==> config.mk <==
export PLATFORM = sky130hd
export DESIGN_NAME = checksum_frame_parser
export DESIGN_NICKNAME = d
export VERILOG_FILES = /design/src/rtl/core/csfp_pkg.sv /design/src/rtl/core/checksum_frame_parser.sv
export SDC_FILE = /design/constraint.sdc
export NUM_CORES = 1
export LEC_CHECK = 0
export BUFFER_PORTS_ARGS = -buffer_cell sky130_fd_sc_hd__buf_2
export CORE_UTILIZATION = 55
export CTS_BUF_LIST = sky130_fd_sc_hd__clkbuf_4
export DETAILED_ROUTE_END_ITERATION = 16
export GPL_ROUTABILITY_DRIVEN = 0
export PLACE_DENSITY = 0.74
export SKIP_LAST_GASP = 1
export SYNTH_ARGS = -nofsm -noshare
export SYNTH_HDL_FRONTEND = slang
export SYNTH_SLANG_ARGS = --single-unit
export TNS_END_PERCENT = 30
==> constraint.sdc <==
create_clock -name clk_i -period 2.8 [get_ports clk_i]
set_input_delay 0.14 -clock clk_i [delete_from_list [all_inputs] [get_ports clk_i]]
set_output_delay 0.14 -clock clk_i [all_outputs]
set_load 0.01 [all_outputs]
==> src/rtl/core/csfp_pkg.sv <==
// Shared constants and codes for the checksum frame parser.
`timescale 1ns / 1ps

package csfp_pkg;

  // Largest frame in bytes, start and stop codes included
  localparam int unsigned MAX_FRAME_BYTES = 128;

  // Payload length bounds
  localparam logic [7:0] LEN_MIN = 8'd3;
  localparam logic [7:0] LEN_MAX = 8'(MAX_FRAME_BYTES - 5);

  // Field widths
  localparam int unsigned BYTE_W   = 8;
  localparam int unsigned STATUS_W = 2;
  localparam int unsigned POS_W    = 7;
  localparam int unsigned FLEN_W   = 8;
  localparam int unsigned CFG_IDX_W = 3;

  // Stream payload widths: tdata = {frame_length, byte_position}, padded
  localparam int unsigned OUT_DATA_W = 16;
  localparam int unsigned OUT_USER_W = STATUS_W + 1;

  // Result status codes
  typedef enum logic [STATUS_W-1:0] {
    ST_BUSY  = 2'd0,
    ST_ERROR = 2'd1,
    ST_DONE  = 2'd2
  } status_e;

  // Configuration register indexes
  localparam logic [CFG_IDX_W-1:0] REG_START_CODE = 3'd0;
  localparam logic [CFG_IDX_W-1:0] REG_STOP_CODE  = 3'd1;
  localparam logic [CFG_IDX_W-1:0] REG_CTL_CODE_A = 3'd2;
  localparam logic [CFG_IDX_W-1:0] REG_CTL_CODE_B = 3'd3;
  localparam logic [CFG_IDX_W-1:0] REG_CTL_CODE_C = 3'd4;
  localparam logic [CFG_IDX_W-1:0] REG_CTL_CODE_D = 3'd5;
  localparam logic [CFG_IDX_W-1:0] REG_CTL_CODE_E = 3'd6;

  // Configuration reset values
  localparam logic [BYTE_W-1:0] START_CODE_RST = 8'd104;
  localparam logic [BYTE_W-1:0] STOP_CODE_RST  = 8'd22;
  localparam logic [BYTE_W-1:0] CTL_CODE_A_RST = 8'd1;
  localparam logic [BYTE_W-1:0] CTL_CODE_B_RST = 8'd2;
  localparam logic [BYTE_W-1:0] CTL_CODE_C_RST = 8'd3;
  localparam logic [BYTE_W-1:0] CTL_CODE_D_RST = 8'd4;
  localparam logic [BYTE_W-1:0] CTL_CODE_E_RST = 8'd5;

endpackage

==> src/rtl/core/checksum_frame_parser.sv <==
// Top level of the start/stop delimited frame parser with additive checksum.
`timescale 1ns / 1ps

// Byte-serial frame parser. Each received byte on the slave stream is checked
// against the layout start code, control code, length L (3 to
// MAX_FRAME_BYTES-5), L payload bytes, 8-bit wrapping checksum of control,
// length and payload, stop code. Every byte yields exactly one result
// transaction on the master stream: status busy, error (parser back to idle,
// the byte is not retried as a start) or done (frame_length = L + 5), with
// byte_kept and the byte's offset in the frame. Rate: one byte per clock
// cycle while the master stream is ready; the parse state update and the
// result are computed combinationally into one output register, which is
// refilled in the same cycle it is taken. The result is valid in the cycle
// after the byte is accepted. Configuration writes are always ready and
// should only be issued while no results are pending.
module checksum_frame_parser (
  input  logic                                 clk_i,
  input  logic                                 rst_ni,
  // Slave stream: tdata = rx_byte[7:0]
  input  logic                                 s_axis_tvalid,
  output logic                                 s_axis_tready,
  input  logic [csfp_pkg::BYTE_W-1:0]          s_axis_tdata,
  // Master stream: tdata = byte_position[6:0], frame_length[14:7], zero[15]
  output logic                                 m_axis_tvalid,
  input  logic                                 m_axis_tready,
  output logic [csfp_pkg::OUT_DATA_W-1:0]      m_axis_tdata,
  // Master stream: tuser = status[1:0], byte_kept[2]
  output logic [csfp_pkg::OUT_USER_W-1:0]      m_axis_tuser,
  // Configuration write channel
  input  logic                                 cfg_valid_i,
  output logic                                 cfg_ready_o,
  input  logic [csfp_pkg::CFG_IDX_W-1:0]       cfg_index_i,
  input  logic [csfp_pkg::BYTE_W-1:0]          cfg_data_i
);
  import csfp_pkg::*;

  // Parse phases
  localparam logic [2:0] PH_START = 3'd0;
  localparam logic [2:0] PH_CTL   = 3'd1;
  localparam logic [2:0] PH_LEN   = 3'd2;
  localparam logic [2:0] PH_DATA  = 3'd3;
  localparam logic [2:0] PH_SUM   = 3'd4;
  localparam logic [2:0] PH_STOP  = 3'd5;

  // Configuration registers
  logic [BYTE_W-1:0] start_code_q, stop_code_q;
  logic [BYTE_W-1:0] ctl_a_q, ctl_b_q, ctl_c_q, ctl_d_q, ctl_e_q;

  // Parse state
  logic [2:0]        phase_q, phase_d;
  logic [BYTE_W-1:0] sum_q, sum_d;
  logic [BYTE_W-1:0] left_q, left_d;
  logic [BYTE_W-1:0] count_q, count_d;

  // Result register
  logic              out_valid_q;
  status_e           status_q, status_d;
  logic              kept_q, kept_d;
  logic [POS_W-1:0]  pos_q, pos_d;
  logic [FLEN_W-1:0] flen_q, flen_d;

  logic in_fire;
  logic cfg_fire;
  logic ctl_match;
  logic [BYTE_W-1:0] pos_full;
  logic [BYTE_W-1:0] pos_next;
  logic [BYTE_W-1:0] left_dec;
  logic              ok;
  logic              done;

  // Handshakes: output register frees up when empty or being taken
  assign s_axis_tready = !out_valid_q || m_axis_tready;
  assign in_fire       = s_axis_tvalid && s_axis_tready;
  assign cfg_ready_o   = 1'b1;
  assign cfg_fire      = cfg_valid_i;

  // Configuration writes; indexes beyond the list are dropped
  always_ff @(posedge clk_i or negedge rst_ni) begin
    if (!rst_ni) begin
      start_code_q <= START_CODE_RST;
      stop_code_q  <= STOP_CODE_RST;
      ctl_a_q      <= CTL_CODE_A_RST;
      ctl_b_q      <= CTL_CODE_B_RST;
      ctl_c_q      <= CTL_CODE_C_RST;
      ctl_d_q      <= CTL_CODE_D_RST;
      ctl_e_q      <= CTL_CODE_E_RST;
    end else if (cfg_fire) begin
      unique case (cfg_index_i)
        REG_START_CODE: start_code_q <= cfg_data_i;
        REG_STOP_CODE:  stop_code_q  <= cfg_data_i;
        REG_CTL_CODE_A: ctl_a_q      <= cfg_data_i;
        REG_CTL_CODE_B: ctl_b_q      <= cfg_data_i;
        REG_CTL_CODE_C: ctl_c_q      <= cfg_data_i;
        REG_CTL_CODE_D: ctl_d_q      <= cfg_data_i;
        REG_CTL_CODE_E: ctl_e_q      <= cfg_data_i;
        default: ;
      endcase
    end
  end

  // Control code check against the five configured codes
  assign ctl_match = (s_axis_tdata == ctl_a_q) || (s_axis_tdata == ctl_b_q) ||
                     (s_axis_tdata == ctl_c_q) || (s_axis_tdata == ctl_d_q) ||
                     (s_axis_tdata == ctl_e_q);

  assign left_dec = (left_q != '0) ? left_q - 8'd1 : left_q;

  // Next parse state and result for the byte on the input
  always_comb begin
    phase_d  = phase_q;
    sum_d    = sum_q;
    left_d   = left_q;
    count_d  = count_q;
    ok       = 1'b0;
    done     = 1'b0;
    pos_full = count_q;

    unique case (phase_q)
      PH_START: begin
        if (s_axis_tdata == start_code_q) begin
          sum_d    = '0;
          left_d   = '0;
          pos_full = '0;
          phase_d  = PH_CTL;
          ok       = 1'b1;
        end
      end
      PH_CTL: begin
        if (ctl_match) begin
          sum_d   = s_axis_tdata;
          phase_d = PH_LEN;
          ok      = 1'b1;
        end
      end
      PH_LEN: begin
        if (s_axis_tdata >= LEN_MIN && s_axis_tdata <= LEN_MAX) begin
          left_d  = s_axis_tdata;
          sum_d   = sum_q + s_axis_tdata;
          phase_d = PH_DATA;
          ok      = 1'b1;
        end
      end
      PH_DATA: begin
        left_d = left_dec;
        sum_d  = sum_q + s_axis_tdata;
        if (left_dec == '0) begin
          phase_d = PH_SUM;
        end
        ok = 1'b1;
      end
      PH_SUM: begin
        if (s_axis_tdata == sum_q) begin
          phase_d = PH_STOP;
          ok      = 1'b1;
        end
      end
      PH_STOP: begin
        if (s_axis_tdata == stop_code_q) begin
          done = 1'b1;
          ok   = 1'b1;
        end
      end
      default: ;
    endcase

    pos_next = pos_full + 8'd1;

    // Error or frame end both return to idle
    if (!ok || done) begin
      phase_d = PH_START;
      sum_d   = '0;
      left_d  = '0;
      count_d = '0;
    end else begin
      count_d = pos_next;
    end

    // Result fields
    if (!ok) begin
      status_d = ST_ERROR;
      kept_d   = 1'b0;
      pos_d    = '0;
      flen_d   = '0;
    end else begin
      status_d = done ? ST_DONE : ST_BUSY;
      kept_d   = 1'b1;
      pos_d    = pos_full[POS_W-1:0];
      flen_d   = done ? pos_next : '0;
    end
  end

  // Parse state registers
  always_ff @(posedge clk_i or negedge rst_ni) begin
    if (!rst_ni) begin
      phase_q <= PH_START;
      sum_q   <= '0;
      left_q  <= '0;
      count_q <= '0;
    end else if (in_fire) begin
      phase_q <= phase_d;
      sum_q   <= sum_d;
      left_q  <= left_d;
      count_q <= count_d;
    end
  end

  // Output valid
  always_ff @(posedge clk_i or negedge rst_ni) begin
    if (!rst_ni) begin
      out_valid_q <= 1'b0;
    end else if (in_fire) begin
      out_valid_q <= 1'b1;
    end else if (m_axis_tready) begin
      out_valid_q <= 1'b0;
    end
  end

  // Output payload
  always_ff @(posedge clk_i) begin
    if (in_fire) begin
      status_q <= status_d;
      kept_q   <= kept_d;
      pos_q    <= pos_d;
      flen_q   <= flen_d;
    end
  end

  assign m_axis_tvalid = out_valid_q;
  assign m_axis_tdata  = {1'b0, flen_q, pos_q};
  assign m_axis_tuser  = {kept_q, status_q};

endmodule

==> summary.txt <==
Run status
  • Run status: complete, no violations

Flow run
  • MaxCap Viol Count: 0

STA
  • Clock tree skew after final layout: 0.0213 ns
  • Final number of setup-violating endpoints: 0
  • Period minus WS final: 2.67 ns
  • Worst setup slack after layout: 0.131 ns
  • Max-slew headroom at the worst pin: between 30% and 40%
  • Period Utilization, post-route: 95.3%
  • Count of endpoints failing hold in the final timing report: 0
  • Transition time at the pin with the least slew margin: 1.05 ns
  • WHS: 0.0222 ns
  • Highest Clock Rate: 375 MHz
  • Count of final max-slew check failures: 0

Die
  • Overall die width: between 100 and 150 microns
  • Initial standard-cell utilization of the core: between 50% and 60%
  • Num ports: 46
  • Cell Rows: 36
  • Die footprint: roughly 11000 sq um
  • Die H: 103 microns
  • Core Area: about 9800 sq um

Route
  • Number of vias after detailed routing: 3903
  • Detailed router's first-iteration violation count: between 100 and 150
  • Initial DRT Pass Iterations: 4
  • Routed via count divided by cell count: 5.71
  • Post-route DRC violation count: 0
  • Number of nets with antenna violations after detailed routing: 0
  • Total detailed-routing wirelength: 11.6 mm
  • Post-DR wirelength/cell: around 17 microns

GRT
  • Largest net degree at the start of global routing: 85
  • First-pass GRT wire length: 18.9 mm
  • Gr usage total: about a quarter
  • Overflow after GRT: 0
  • Via count of the first global-routing pass: 3770
  • Number of antenna violations at the first check in global routing: 0

Pwr
  • Final total power: approximately 3.4 mW
  • Areal power density over the cells: 539 nW/um^2
  • Leakage component of the power: around 2.7 nW
  • Internal Power: 2.38 mW
  • Switching power share of the total: 29.2%
  • Maximum resistive drop on vdd: 312 uV
  • Switching power: 0.982 mW
  • Combinational fraction of design power: 19.9%
  • Seq pwr share: a little under three fifths
  • Share of total power in the clock network: 24.8%

Synthesis
  • Synthesized net count: 525
  • Primary FF master, synth: sky130_fd_sc_hd__dfrtp_1
  • EDFF count, synth: 18
  • Cell count after synthesis: 490
  • Yosys warning count: 0
  • Sequential share of the synthesized area: 47.4%
  • Area fraction of the dominant cell type after synthesis: between 30% and 40%
  • Library cell occupying the most area in the post-synthesis netlist: sky130_fd_sc_hd__dfrtp_1
  • Post-synthesis async set-or-reset flop share: around 82%
  • Post-synthesis instance area: 5610 sq um
  • Flip-flop and latch count after synthesis: slightly above 100
  • Number of distinct library cells after synthesis: 60
  • Cell types with the highest counts after synthesis: sky130_fd_sc_hd__dfrtp_1, sky130_fd_sc_hd__mux2_2, sky130_fd_sc_hd__xnor2_1
  • Top cells by area in the synthesized netlist: sky130_fd_sc_hd__dfrtp_1, sky130_fd_sc_hd__mux2_2, sky130_fd_sc_hd__edfxtp_1
  • Mapped Avg Cell Area: around 11 sq um
  • Count leader, synth: sky130_fd_sc_hd__dfrtp_1

Worst hold path
  • Hold-critical path depth: 2
  • Worst hold-check path type: in2reg
  • Worst Min Path Start: cfg_data_i[4]

Placement
  • HPWL after DPL: 7.97 mm
  • Worst-case setup slack after placement: 0.0340 ns
  • Placed standard-cell area: 6010 sq um
  • # placed instances: 663
  • I/O Buffers: 43

Finish
  • Fill cells: 824
  • Non-filler cells, final: slightly below 700
  • Ratio of cells with drive above 1 in the final layout: 32.5%
  • Number of nets in the layout: 580
  • Post-route cell area: between 6000 and 7000 sq um
  • Growth of design area from synthesis to finish: 11.0%
  • Antenna diode count: 0

Critical path
  • Worst Reg2Reg Path Length in Cells: 11
  • Endpoint of the most critical setup path: count_q[6]$_DFFE_PN0P_
  • End of the worst register-to-register path: count_q[6]$_DFFE_PN0P_
  • Cells along the critical path: xor2_1 -> nor4_2 -> nand4_1 -> or4_4 -> and2_1 -> ha_1 -> and3_4 -> nand3_2 -> nand2_2 -> a211oi_2 -> a21o_1
  • Critical path origin: start_code_q[7]$_DFFE_PN0P_
  • Critical-path maximum fanout: 4
  • Worst R2R Setup Slack: roughly 0.13 ns
  • Worst stage delay on the critical path: 0.53 ns
  • Buf+Inv Stages, Crit Path: 0
  • Cell with the largest stage delay on the worst path: sky130_fd_sc_hd__or4_4
  • Kind of cell with the highest combined delay on the critical path: simple AND/OR/NAND/NOR gates
  • Required time at the endpoint of the critical path: around 3.2 ns
  • Startpoint type of the worst setup path: flip-flop
  • Critical path depth in cells: 11
  • Critical path type: reg2reg
  • Worst r2r src: start_code_q[7]$_DFFE_PN0P_
  • Endpoint type of the worst setup path: flip-flop
  • Critical path data arrival time: approximately 3.1 ns

CTS
  • Bufs on Longest Clock Path: 2
  • Worst skew pair latency: 0.48 ns
  • Number of buffers added by the clock tree synthesis step: 9
  • Clock-pin slew on the worst setup and hold paths: 0.17 ns
  • Sink Count: 102
  • Buffer type at the clock tree root: sky130_fd_sc_hd__clkbuf_4
  • Total number of H-tree levels: 3
  • Clock tree from TritonCTS: built
sequential cells by signal, summed over array words and instances, names as in the netlist:
name / flops
stop_code_q: 8
ctl_d_q: 8
m_axis_tvalid: 1
phase_q: 3
status_q: 2
ctl_a_q: 8
kept_q: 1
ctl_c_q: 8
sum_q: 8
start_code_q: 8
pos_q: 7
flen_q: 8
ctl_e_q: 8
left_q: 8
count_q: 8
ctl_b_q: 8
metrics by stage:
stage          setup TNS [ns]  util (%)
3_5_place_dp                0      61.2
2_1_floorplan               0         -
3_3_place_gp                0      61.2
6_report                    0      63.4
5_1_grt              -0.00465      63.4
4_1_cts                     0      63.1
power groups by stage:
stage               Combinational (mW)  Sequential (mW)  Clock [mW]
finish                           0.668             1.86       0.832
global route                     0.737             1.89       0.912
CTS                              0.672             1.86       0.855
detailed placement               0.664             1.89           0
global placement                 0.644             1.88           0
floorplan                        0.497             1.87           0
worst min-delay path by stage:
stage / endpoint
floorplan: count_q[0]$_DFFE_PN0P_
global placement: m_axis_tvalid$_DFFE_PN0P_
detailed placement: m_axis_tvalid$_DFFE_PN0P_
CTS: ctl_a_q[4]$_DFFE_PN0P_
global route: ctl_a_q[4]$_DFFE_PN0P_
finish: ctl_a_q[4]$_DFFE_PN0P_
layout make-up:
type	count	area, sq um	area share (%)
Multi-Input combinational cell	353	2790	44.9
Clock buffer	9	67.6	1.08
Clock inverter	7	87.6	1.41
Inverter	11	41.3	0.663
Tap cell	133	166	2.67
Sequential cell	102	2660	42.7
Timing Repair Buffer	68	413	6.63
metal layers:
metal | wire length [microns] | up-vias | GRT usage, %
met5 | 0 | - | 0
met4 | 233 | 0 | 8.88
met3 | 267 | 19 | 3.39
met2 | 5760 | 66 | 40.3
met1 | 5320 | 1947 | 31.1
li1 | - | 1871 | -
worst reg2reg max path, delay by kind of cell (launching register included):
family | cells | cell delay [ns]
AO/OA/AOI/OAI | 2 | 0.32
flip-flops | 1 | 0.42
AND/OR/NAND/NOR | 7 | 1.51
adder cells (fa/ha/maj) | 1 | 0.18
XOR/XNOR | 1 | 0.18
repair_timing:
item,in CTS,in global routing
setup buffers,0,1
hold endpoints to repair,72,0
hold buffers,3,0
gates resized for setup,1,6
setup endpoints to repair,1,2
pin swaps,0,5
cell usage in the layout (no fill, tap or decap), types with 3 or more instances in the layout:
| cell type | count |
|---|---|
| sky130_fd_sc_hd__a21o_1 | 5 |
| sky130_fd_sc_hd__a21oi_1 | 18 |
| sky130_fd_sc_hd__a22oi_1 | 10 |
| sky130_fd_sc_hd__and2_1 | 9 |
| sky130_fd_sc_hd__and3_1 | 3 |
| sky130_fd_sc_hd__buf_2 | 42 |
| sky130_fd_sc_hd__buf_4 | 23 |
| sky130_fd_sc_hd__clkbuf_4 | 9 |
| sky130_fd_sc_hd__dfrtp_1 | 71 |
| sky130_fd_sc_hd__dfstp_2 | 13 |
| sky130_fd_sc_hd__dlygate4sd3_1 | 3 |
| sky130_fd_sc_hd__edfxtp_1 | 18 |
| sky130_fd_sc_hd__ha_1 | 10 |
| sky130_fd_sc_hd__inv_1 | 9 |
| sky130_fd_sc_hd__mux2_2 | 56 |
| sky130_fd_sc_hd__nand2_1 | 31 |
| sky130_fd_sc_hd__nand2b_1 | 5 |
| sky130_fd_sc_hd__nand3_1 | 4 |
| sky130_fd_sc_hd__nand4_1 | 10 |
| sky130_fd_sc_hd__nand4b_1 | 3 |
| sky130_fd_sc_hd__nor2_1 | 21 |
| sky130_fd_sc_hd__nor2b_1 | 3 |
| sky130_fd_sc_hd__nor3_1 | 11 |
| sky130_fd_sc_hd__nor3b_1 | 3 |
| sky130_fd_sc_hd__nor4_1 | 8 |
| sky130_fd_sc_hd__o21ai_1 | 4 |
| sky130_fd_sc_hd__o2bb2ai_1 | 4 |
| sky130_fd_sc_hd__o31ai_1 | 6 |
| sky130_fd_sc_hd__o31ai_2 | 10 |
| sky130_fd_sc_hd__or2_2 | 3 |
| sky130_fd_sc_hd__or3_1 | 3 |
| sky130_fd_sc_hd__xnor2_1 | 39 |
| sky130_fd_sc_hd__xor2_1 | 33 |
cell families (layout without fill, tap and decap cells):
| family | after synthesis | in the layout | synth area share, % |
|---|---|---|---|
| mux | 60 | 60 | 12.0 |
| xor+xnor | 72 | 72 | 11.2 |
| fa+ha+maj | 11 | 11 | 2.59 |
| compound gates | 76 | 76 | 10.4 |
| flops | 102 | 102 | 47.4 |
| buf+inv | 35 | 95 | 3.21 |
| simple gates | 132 | 132 | 13.1 |
| other cells | 2 | 2 | 0.134 |
Power figures use the tool's default switching activity.
